$ cat config.mk
export PLATFORM = sky130hd
export DESIGN_NAME = json_string_unescaper_unit
export DESIGN_NICKNAME = d
export VERILOG_FILES = /design/src/rtl/jsu_pkg.sv /design/src/rtl/jsu_front.sv /design/src/rtl/jsu_job_fifo.sv /design/src/rtl/jsu_back.sv /design/src/rtl/json_string_unescaper_unit.sv
export SDC_FILE = /design/constraint.sdc
export NUM_CORES = 1
export LEC_CHECK = 0
export ABC_AREA = 1
export BUFFER_PORTS_ARGS = -buffer_cell sky130_fd_sc_hd__buf_2
export CORE_MARGIN = 4
export CORE_UTILIZATION = 50
export DETAILED_ROUTE_END_ITERATION = 16
export PLACE_DENSITY_LB_ADDON = 0.25
export REMOVE_ABC_BUFFERS = 1
export SLEW_MARGIN = 0
export SYNTH_ARGS = -nofsm -noshare
export SYNTH_HDL_FRONTEND = slang
export SYNTH_SLANG_ARGS = --single-unit
$ cat constraint.sdc
create_clock -name clk -period 6.9 [get_ports clk]
set_input_delay 0.345 -clock clk [delete_from_list [all_inputs] [get_ports clk]]
set_output_delay 0.345 -clock clk [all_outputs]
set_load 0.02 [all_outputs]
$ cat src/rtl/jsu_pkg.sv
package jsu_pkg;

  localparam int MAX_RESULTS       = 7;
  localparam int JOB_DEPTH_DEFAULT = 4;

  typedef enum logic [1:0] {
    KIND_DATA   = 2'd0,
    KIND_CLOSED = 2'd1,
    KIND_ERROR  = 2'd2
  } kind_t;

  typedef struct packed {
    logic [7:0] in_byte;
    logic       quote_single;
    logic       last_byte;
  } in_item_t;

  typedef struct packed {
    logic [7:0] out_byte;
    logic [1:0] kind;
    logic       last_of_run;
  } out_item_t;

  typedef struct packed {
    logic [7:0] out_byte;
    kind_t      kind;
  } res_entry_t;

  // All results caused by one input byte, entry 0 first.
  typedef struct packed {
    logic [2:0]                        count;
    res_entry_t [MAX_RESULTS-1:0]      res;
  } job_t;

  typedef struct packed {
    logic valid;
    logic [3:0] value;
  } hex_t;

  function automatic hex_t hex_decode(input logic [7:0] c);
    hex_t h;
    h.valid = 1'b1;
    h.value = 4'd0;
    if (c inside {[8'h30:8'h39]}) begin
      h.value = 4'(c - 8'h30);
    end else if (c inside {[8'h61:8'h66]}) begin
      h.value = 4'(c - 8'h57);
    end else if (c inside {[8'h41:8'h46]}) begin
      h.value = 4'(c - 8'h37);
    end else begin
      h.valid = 1'b0;
    end
    return h;
  endfunction

endpackage

$ cat src/rtl/jsu_front.sv
module jsu_front
  import jsu_pkg::*;
(
  input  logic     clk,
  input  logic     rst,
  input  logic     accept,
  input  in_item_t in_data,
  output logic     job_push,
  output job_t     job
);

  typedef enum logic [1:0] {
    MODE_NORMAL  = 2'd0,
    MODE_ESCAPE  = 2'd1,
    MODE_UNICODE = 2'd2
  } mode_t;

  localparam logic [7:0] CH_BSLASH = 8'h5C;
  localparam logic [7:0] CH_U      = 8'h75;
  localparam logic [7:0] CH_DQUOTE = 8'h22;
  localparam logic [7:0] CH_SQUOTE = 8'h27;
  localparam logic [7:0] CH_NL     = 8'h0A;
  localparam logic [7:0] CH_SLASH  = 8'h2F;
  localparam logic [7:0] CH_B      = 8'h62;
  localparam logic [7:0] CH_N      = 8'h6E;
  localparam logic [7:0] CH_R      = 8'h72;
  localparam logic [7:0] CH_T      = 8'h74;
  localparam logic [7:0] CH_F      = 8'h66;

  mode_t       mode, mode_next;
  logic [1:0]  digit_count, digit_count_next;
  logic [11:0] code_value, code_value_next;
  logic [7:0]  held_digits [3];
  logic        held_wr;

  always_comb begin
    logic [7:0]  c;
    logic [7:0]  quote;
    logic [2:0]  n;
    logic        closed;
    logic        do_normal;
    hex_t        h;
    logic [15:0] v;

    c         = in_data.in_byte;
    quote     = in_data.quote_single ? CH_SQUOTE : CH_DQUOTE;
    n         = 3'd0;
    closed    = 1'b0;
    do_normal = 1'b0;
    h         = hex_decode(c);
    v         = {code_value, h.value};
    held_wr   = 1'b0;
    job       = '0;
    mode_next        = mode;
    digit_count_next = digit_count;
    code_value_next  = code_value;

    case (mode)
      MODE_NORMAL: begin
        do_normal = 1'b1;
      end
      MODE_ESCAPE: begin
        mode_next = MODE_NORMAL;
        case (c)
          CH_B:      begin job.res[n] = '{8'h08, KIND_DATA}; n = n + 3'd1; end
          CH_N:      begin job.res[n] = '{8'h0A, KIND_DATA}; n = n + 3'd1; end
          CH_R:      begin job.res[n] = '{8'h0D, KIND_DATA}; n = n + 3'd1; end
          CH_T:      begin job.res[n] = '{8'h09, KIND_DATA}; n = n + 3'd1; end
          CH_F:      begin job.res[n] = '{8'h0C, KIND_DATA}; n = n + 3'd1; end
          CH_BSLASH, CH_SLASH, CH_DQUOTE: begin
            job.res[n] = '{c, KIND_DATA}; n = n + 3'd1;
          end
          CH_U: begin
            mode_next        = MODE_UNICODE;
            digit_count_next = 2'd0;
            code_value_next  = 12'd0;
          end
          default: begin
            job.res[n] = '{CH_BSLASH, KIND_DATA}; n = n + 3'd1;
            job.res[n] = '{c, KIND_DATA};         n = n + 3'd1;
          end
        endcase
      end
      MODE_UNICODE: begin
        if (h.valid) begin
          if (digit_count != 2'd3) begin
            held_wr          = 1'b1;
            code_value_next  = {code_value[7:0], h.value};
            digit_count_next = digit_count + 2'd1;
          end else begin
            if (v < 16'h0080) begin
              job.res[n] = '{{1'b0, v[6:0]}, KIND_DATA}; n = n + 3'd1;
            end else if (v < 16'h0800) begin
              job.res[n] = '{{2'b11, v[11:6]}, KIND_DATA}; n = n + 3'd1;
              job.res[n] = '{{2'b10, v[5:0]}, KIND_DATA};  n = n + 3'd1;
            end else begin
              job.res[n] = '{{4'hE, v[15:12]}, KIND_DATA}; n = n + 3'd1;
              job.res[n] = '{{2'b10, v[11:6]}, KIND_DATA}; n = n + 3'd1;
              job.res[n] = '{{2'b10, v[5:0]}, KIND_DATA};  n = n + 3'd1;
            end
            mode_next        = MODE_NORMAL;
            digit_count_next = 2'd0;
            code_value_next  = 12'd0;
          end
        end else begin
          job.res[n] = '{CH_BSLASH, KIND_DATA}; n = n + 3'd1;
          job.res[n] = '{CH_U, KIND_DATA};      n = n + 3'd1;
          mode_next        = MODE_NORMAL;
          digit_count_next = 2'd0;
          code_value_next  = 12'd0;
          if (digit_count == 2'd0) begin
            // first byte not hex: passed through as is, quote or not
            job.res[n] = '{c, KIND_DATA}; n = n + 3'd1;
          end else begin
            for (int i = 0; i < 3; i++) begin
              if (2'(i) < digit_count) begin
                job.res[n] = '{held_digits[i], KIND_DATA}; n = n + 3'd1;
              end
            end
            do_normal = 1'b1;
          end
        end
      end
      default: begin
        mode_next = MODE_NORMAL;
      end
    endcase

    if (do_normal) begin
      if (c == CH_NL) begin
        // raw newline dropped
      end else if (c == CH_BSLASH) begin
        mode_next = MODE_ESCAPE;
      end else if (c == quote) begin
        job.res[n] = '{8'h00, KIND_CLOSED}; n = n + 3'd1;
        closed           = 1'b1;
        mode_next        = MODE_NORMAL;
        digit_count_next = 2'd0;
        code_value_next  = 12'd0;
      end else begin
        job.res[n] = '{c, KIND_DATA}; n = n + 3'd1;
      end
    end

    if (in_data.last_byte && !closed) begin
      job.res[n] = '{8'h00, KIND_ERROR}; n = n + 3'd1;
      mode_next        = MODE_NORMAL;
      digit_count_next = 2'd0;
      code_value_next  = 12'd0;
    end

    job.count = n;
    job_push  = accept && (n != 3'd0);
  end

  always_ff @(posedge clk) begin
    if (rst) begin
      mode        <= MODE_NORMAL;
      digit_count <= 2'd0;
      code_value  <= 12'd0;
    end else if (accept) begin
      mode        <= mode_next;
      digit_count <= digit_count_next;
      code_value  <= code_value_next;
    end
  end

  always_ff @(posedge clk) begin
    if (accept && held_wr) begin
      held_digits[digit_count] <= in_data.in_byte;
    end
  end

endmodule

$ cat src/rtl/jsu_job_fifo.sv
module jsu_job_fifo
  import jsu_pkg::*;
#(
  parameter int JobDepth = JOB_DEPTH_DEFAULT
) (
  input  logic clk,
  input  logic rst,
  input  logic wr_en,
  input  job_t wr_data,
  output logic full,
  input  logic rd_en,
  output job_t rd_data,
  output logic not_empty
);

  localparam int PtrW = $clog2(JobDepth);
  localparam int CntW = $clog2(JobDepth + 1);

  job_t            slots [JobDepth];
  logic [PtrW-1:0] wr_ptr, rd_ptr;
  logic [CntW-1:0] cnt;

  assign full      = (cnt == CntW'(JobDepth));
  assign not_empty = (cnt != '0);
  assign rd_data   = slots[rd_ptr];

  function automatic logic [PtrW-1:0] ptr_inc(input logic [PtrW-1:0] p);
    return (p == PtrW'(JobDepth - 1)) ? '0 : p + PtrW'(1);
  endfunction

  always_ff @(posedge clk) begin
    if (rst) begin
      wr_ptr <= '0;
      rd_ptr <= '0;
      cnt    <= '0;
    end else begin
      if (wr_en) wr_ptr <= ptr_inc(wr_ptr);
      if (rd_en) rd_ptr <= ptr_inc(rd_ptr);
      if (wr_en && !rd_en) begin
        cnt <= cnt + CntW'(1);
      end else if (rd_en && !wr_en) begin
        cnt <= cnt - CntW'(1);
      end
    end
  end

  always_ff @(posedge clk) begin
    if (wr_en) slots[wr_ptr] <= wr_data;
  end

endmodule

$ cat src/rtl/jsu_back.sv
module jsu_back
  import jsu_pkg::*;
(
  input  logic      clk,
  input  logic      rst,
  input  logic      job_avail,
  input  job_t      job,
  output logic      job_pop,
  output logic      empty,
  input  logic      pop,
  output out_item_t out_data
);

  logic [2:0] idx;
  logic       out_valid;
  logic       load;
  logic       is_last;
  res_entry_t cur;

  assign cur     = job.res[idx];
  assign is_last = (idx == job.count - 3'd1);
  assign load    = job_avail && (!out_valid || pop);
  assign job_pop = load && is_last;
  assign empty   = !out_valid;

  always_ff @(posedge clk) begin
    if (rst) begin
      out_valid <= 1'b0;
      idx       <= 3'd0;
    end else begin
      if (load) begin
        out_valid <= 1'b1;
        idx       <= is_last ? 3'd0 : idx + 3'd1;
      end else if (pop) begin
        out_valid <= 1'b0;
      end
    end
  end

  always_ff @(posedge clk) begin
    if (load) begin
      out_data.out_byte    <= cur.out_byte;
      out_data.kind        <= cur.kind;
      out_data.last_of_run <= is_last;
    end
  end

endmodule

$ cat src/rtl/json_string_unescaper_unit.sv
// JSON string unescaper. Takes the body bytes of a quoted string one beat at a
// time and gives the unescaped bytes, a "closed" marker on the matching quote,
// or an "unterminated" error after a final byte that does not close the string.
// \uXXXX escapes become one to three UTF-8 bytes; malformed \u sequences are
// passed through literally. One input beat is taken every cycle while the job
// queue (JobDepth entries) has room, and one result beat leaves every cycle
// while pop is held and results wait. A byte causes zero to seven results, so
// the single-result output register sets the sustained rate once the queue is
// full. Results pass through the job queue and then the output register.
module json_string_unescaper_unit
  import jsu_pkg::*;
#(
  parameter int JobDepth = JOB_DEPTH_DEFAULT
) (
  input  logic      clk,
  input  logic      rst,
  input  logic      push,
  output logic      full,
  input  in_item_t  in_data,
  output logic      empty,
  input  logic      pop,
  output out_item_t out_data
);

  logic accept;
  logic job_push;
  job_t job_in;
  job_t job_head;
  logic job_avail;
  logic job_pop;

  assign accept = push && !full;

  // front: decode state and per-beat result list
  jsu_front u_front (
    .clk      (clk),
    .rst      (rst),
    .accept   (accept),
    .in_data  (in_data),
    .job_push (job_push),
    .job      (job_in)
  );

  // jobs with no results never enter the queue
  jsu_job_fifo #(
    .JobDepth (JobDepth)
  ) u_fifo (
    .clk       (clk),
    .rst       (rst),
    .wr_en     (job_push),
    .wr_data   (job_in),
    .full      (full),
    .rd_en     (job_pop),
    .rd_data   (job_head),
    .not_empty (job_avail)
  );

  // back: one result beat per cycle into the output register while it is empty or popped
  jsu_back u_back (
    .clk       (clk),
    .rst       (rst),
    .job_avail (job_avail),
    .job       (job_head),
    .job_pop   (job_pop),
    .empty     (empty),
    .pop       (pop),
    .out_data  (out_data)
  );

`ifndef SYNTHESIS
  // closed and error markers always end their run
  a_marker_last: assert property (@(posedge clk) disable iff (rst)
    (!empty && out_data.kind != KIND_DATA) |-> out_data.last_of_run)
    else $error("marker result not last of run");

  a_kind_range: assert property (@(posedge clk) disable iff (rst)
    !empty |-> (out_data.kind == KIND_DATA || out_data.kind == KIND_CLOSED ||
                out_data.kind == KIND_ERROR))
    else $error("bad result kind");

  a_job_nonzero: assert property (@(posedge clk) disable iff (rst)
    job_avail |-> (job_head.count != 3'd0 && job_head.count <= 3'(MAX_RESULTS)))
    else $error("queued job has bad count");

  a_reset_empty: assert property (@(posedge clk)
    rst |=> (empty && !full))
    else $error("not empty after reset");
`endif

endmodule

==> summary.txt <==
Power and ir drop
  – Internal: 4.038 mW
  – Worst vdd ir: 0.1545 mV
  – Net Sw Frac: 30.92%
  – Logic gate share of total power: 21.7%
  – Flop pwr share: 45.6%
  – Switch Pwr: 1.808 mW
  – Clock power share: 32.7%
  – Leak Pwr: 6.662 nW
  – Pwr dens: 316.9 nW/um2

Synth
  – Yosys warning count: 0
  – Distinct cell type count after synthesis: 52
  – Post-Syn Area: 16780 um2
  – Post-synthesis register bit count: 356
  – FFs w/ async S/R, synth: 0%
  – Seq/Total Area, Yosys: 61.99%
  – Synth Instances: 1590
  – EDFF count, synth: 327
  – Primary FF master, synth: edfxtp_1
  – Syn Area/Cell: 10.55 um2

Floorplanning
  – Die Ht: 191.2 um
  – IO Pins: 27
  – FP Rows: 66
  – Core area: 32780 um2
  – Die ar.: 36550 um2
  – Die width: 191.2 um
  – Starting density of the core: 51.17%

Global route
  – Initial antenna violation count: 0
  – GRT Overall Usage: 25.04%
  – Largest net degree at the start of global routing: 102
  – GR Overflow Total: 0
  – Vias in the first global route: 11650
  – First-pass GRT wire length: 70.35 mm

Timing
  – Worst-margin pin slew: 1.061 ns
  – Final min period: 4.937 ns
  – Final setup viols: 0
  – Final slew viol count: 0
  – RSZ-0062 raised after global routing: no
  – Final WS setup: 1.963 ns
  – Skew final: 0.01485 ns
  – Final hold vios: 0
  – Period utilization: 71.55%
  – Max Fclk: 202.5 MHz
  – Worst slew margin: 29.24%

Drt
  – 1st-iter DRT viols: 1255
  – Drt wl/cell: 22.39 um
  – Avg Vias per Cell: 6.007
  – Routed Antenna Nets: 0
  – Drt pass-1 iters: 5
  – DRC Markers: 0
  – Detailed-route via count: 12360
  – Final wirelength: 46.06 mm

Clock tree
  – Clock slew at reported path FFs: 0.06 ns
  – TritonCTS Buffers: 37
  – Sink Count: 356
  – Root Driver: clkbuf_16
  – Clock Latency Late Sink: 0.53 ns
  – Hold buffers post-CTS: 0
  – Post-CTS Resized: 0
  – Clock buffer depth: 3
  – Post-CTS setup buffers: 0
  – CTS tree: built
  – H-tree depth: 2

Critical path
  – Worst EP required: 7.08 ns
  – Cell repeated most along the worst path: nand2_1
  – Slowest-stage cell, CP: nor2_4
  – Cell family with most CP delay: simple AND/OR/NAND/NOR gates
  – CP endpoint kind: flip-flop
  – Max incr delay on CP: 0.71 ns
  – Crit path DAT: 5.12 ns
  – CP Max Fanout: 28
  – CP Buf/Inv Count: 5
  – Crit-path cells: inv_1, ha_1, nor2_2, inv_1, nor2_4, o21ai_4, nand2_4, inv_2, ha_1, nand2_1, nand2_2, ha_1, nand3_1, inv_1, nand2_1, nand2_1, nand3_2, nand2_1, nor2_4, buf_4
  – Setup CP Type: reg2reg
  – Worst setup SP type: flip-flop

Placement
  – RePlAce Congestion: 0.9960
  – Detailed placement HPWL: 29.79 mm
  – Port bufs: 26
  – DP Cell Count: 1992
  – Post-Place Worst Slack: 1.878 ns

Job
  – Max-cap violations: 0

Finish
  – Most common cell after layout, fill and taps aside: edfxtp_1
  – Layout cells sized above 1: 11.58%
  – Net count, final: 1629
  – Ant diodes: 0
  – P&R area growth vs syn: 9.949%
  – Non-Filler Instances: 2057
  – Most used cells in the layout excluding fill and tap cells: edfxtp_1 (327), nor2_1 (253), nand2_1 (207)

Hold path
  – Hold WC Path Type: in2reg

Status
  – Outcome: completed
## cells in the mapped netlist (2+ instances only)
| cell | n | share of area (%) |
|---|---|---|
| inv_2 | 14 | 0.31 |
| nor2_1 | 257 | 5.8 |
| o2111ai_1 | 2 | 0.10 |
| buf_4 | 4 | 0.18 |
| o211ai_1 | 8 | 0.36 |
| buf_2 | 4 | 0.12 |
| nand3_1 | 31 | 0.92 |
| clkinv_1 | 3 | 0.067 |
| nor3_4 | 2 | 0.19 |
| clkbuf_1 | 70 | 1.6 |
| nor4_1 | 2 | 0.075 |
| nand2_1 | 207 | 4.6 |
| nand4_1 | 12 | 0.45 |
| a211oi_1 | 5 | 0.22 |
| nor3_1 | 16 | 0.48 |
| o221ai_1 | 35 | 1.8 |
| nand2_2 | 18 | 0.67 |
| inv_1 | 104 | 2.3 |
| nand2_4 | 8 | 0.54 |
| dfxtp_1 | 29 | 3.5 |
| a21oi_1 | 53 | 1.6 |
| o21ai_0 | 203 | 6.1 |
| o21ai_1 | 10 | 0.30 |
| xor2_1 | 7 | 0.37 |
| inv_4 | 3 | 0.11 |
| o21ai_2 | 4 | 0.21 |
| nand3_4 | 4 | 0.42 |
| ha_1 | 25 | 1.9 |
| a211oi_2 | 7 | 0.52 |
| o22ai_1 | 53 | 2.0 |
| buf_6 | 3 | 0.20 |
| o31ai_1 | 2 | 0.089 |
| nand4_2 | 2 | 0.15 |
| a31oi_1 | 3 | 0.11 |
| a32o_1 | 9 | 0.54 |
| nand3_2 | 7 | 0.42 |
| nor2_4 | 6 | 0.40 |
| edfxtp_1 | 327 | 59 |
| nor2_2 | 6 | 0.22 |
| nand2_8 | 2 | 0.24 |
| o32ai_1 | 12 | 0.63 |
## final cells by class
cell class,instances,area (um2)
multi-input cells,1029,5590
fillers,2816,14340
well taps,442,553.0
clock inverters,12,135.1
flip-flops and latches,356,10410
repair buffers,41,280.3
clock buffers,53,1006
inverters,124,475.5
## flip-flops by register name, summed over array words and instances (netlist names), 3 cells and up, named ones only
signal	count
u_fifo.cnt	3
u_back.out_data	11
u_front.held_digits	24
u_fifo.slots	292
u_front.code_value	12
u_back.idx	3
## metrics by stage
| stage | total power [mW] | utilization [%] | area (um2) | hold slack (ns) | setup TNS (ns) |
|---|---|---|---|---|---|
| 3_3_place_gp | 3.952 | 52.78 | 17300 | 0.4531 | 0 |
| 2_1_floorplan | 3.528 | - | 16430 | 0.4141 | -0.3933 |
| 6_report | 5.846 | 56.26 | 18450 | 0.1589 | 0 |
| 4_1_cts | 5.874 | 56.26 | 18450 | 0.1403 | 0 |
| 3_5_place_dp | 3.977 | 52.78 | 17300 | 0.4554 | 0 |
| 5_1_grt | 6.117 | 56.26 | 18450 | 0.1432 | 0 |
## metal layers
layer / GRT usage (%) / vias to the layer above / part of all wire, %
met1: 36.42 / 6050 / 43
met2: 39.76 / 531 / 46
li1: - / 5676 / -
met5: 0 / - / 0
met4: 8.011 / 0 / 3.2
met3: 2.995 / 99 / 7.3
## final timing paths
check / slack, ns / depth (start not counted) / startpoint / to
hold reg to reg: 0.46 / 2 / u_front.code_value[1]$_SDFFE_PP0P_ / u_front.code_value[1]$_SDFFE_PP0P_
hold / removal: 0.16 / 1 / in_data[2] / u_front.held_digits[2][0]$_DFFE_PP_
setup / recovery: 1.96 / 20 / u_front.digit_count[1]$_SDFFE_PP0P_ / u_fifo.slots[2][52]$_DFFE_PP_
setup reg to reg: 1.96 / 20 / u_front.digit_count[1]$_SDFFE_PP0P_ / u_fifo.slots[2][52]$_DFFE_PP_
## power by group through the flow
stage,Sequential (mW),Combinational (mW),Clock (mW)
final,2.67,1.27,1.91
after global routing,2.68,1.41,2.02
after CTS,2.67,1.27,1.93
after detailed placement,2.71,1.27,0
after global placement,2.71,1.25,0
after floorplan,2.80,0.727,0
## cell families (layout without fill, tap and decap cells)
kind of cell,count (synthesis),in the layout,synth area share [%]
AOI/OAI and AO/OA,409,409,14.74
xor gates and xnor gates,7,7,0.3655
adders and majority gates,26,26,1.984
buffers and inverters,205,230,4.885
DFF,356,356,61.99
and+or+nand+nor,587,587,16.03
Note: power is estimated with default switching activity, not from simulation.
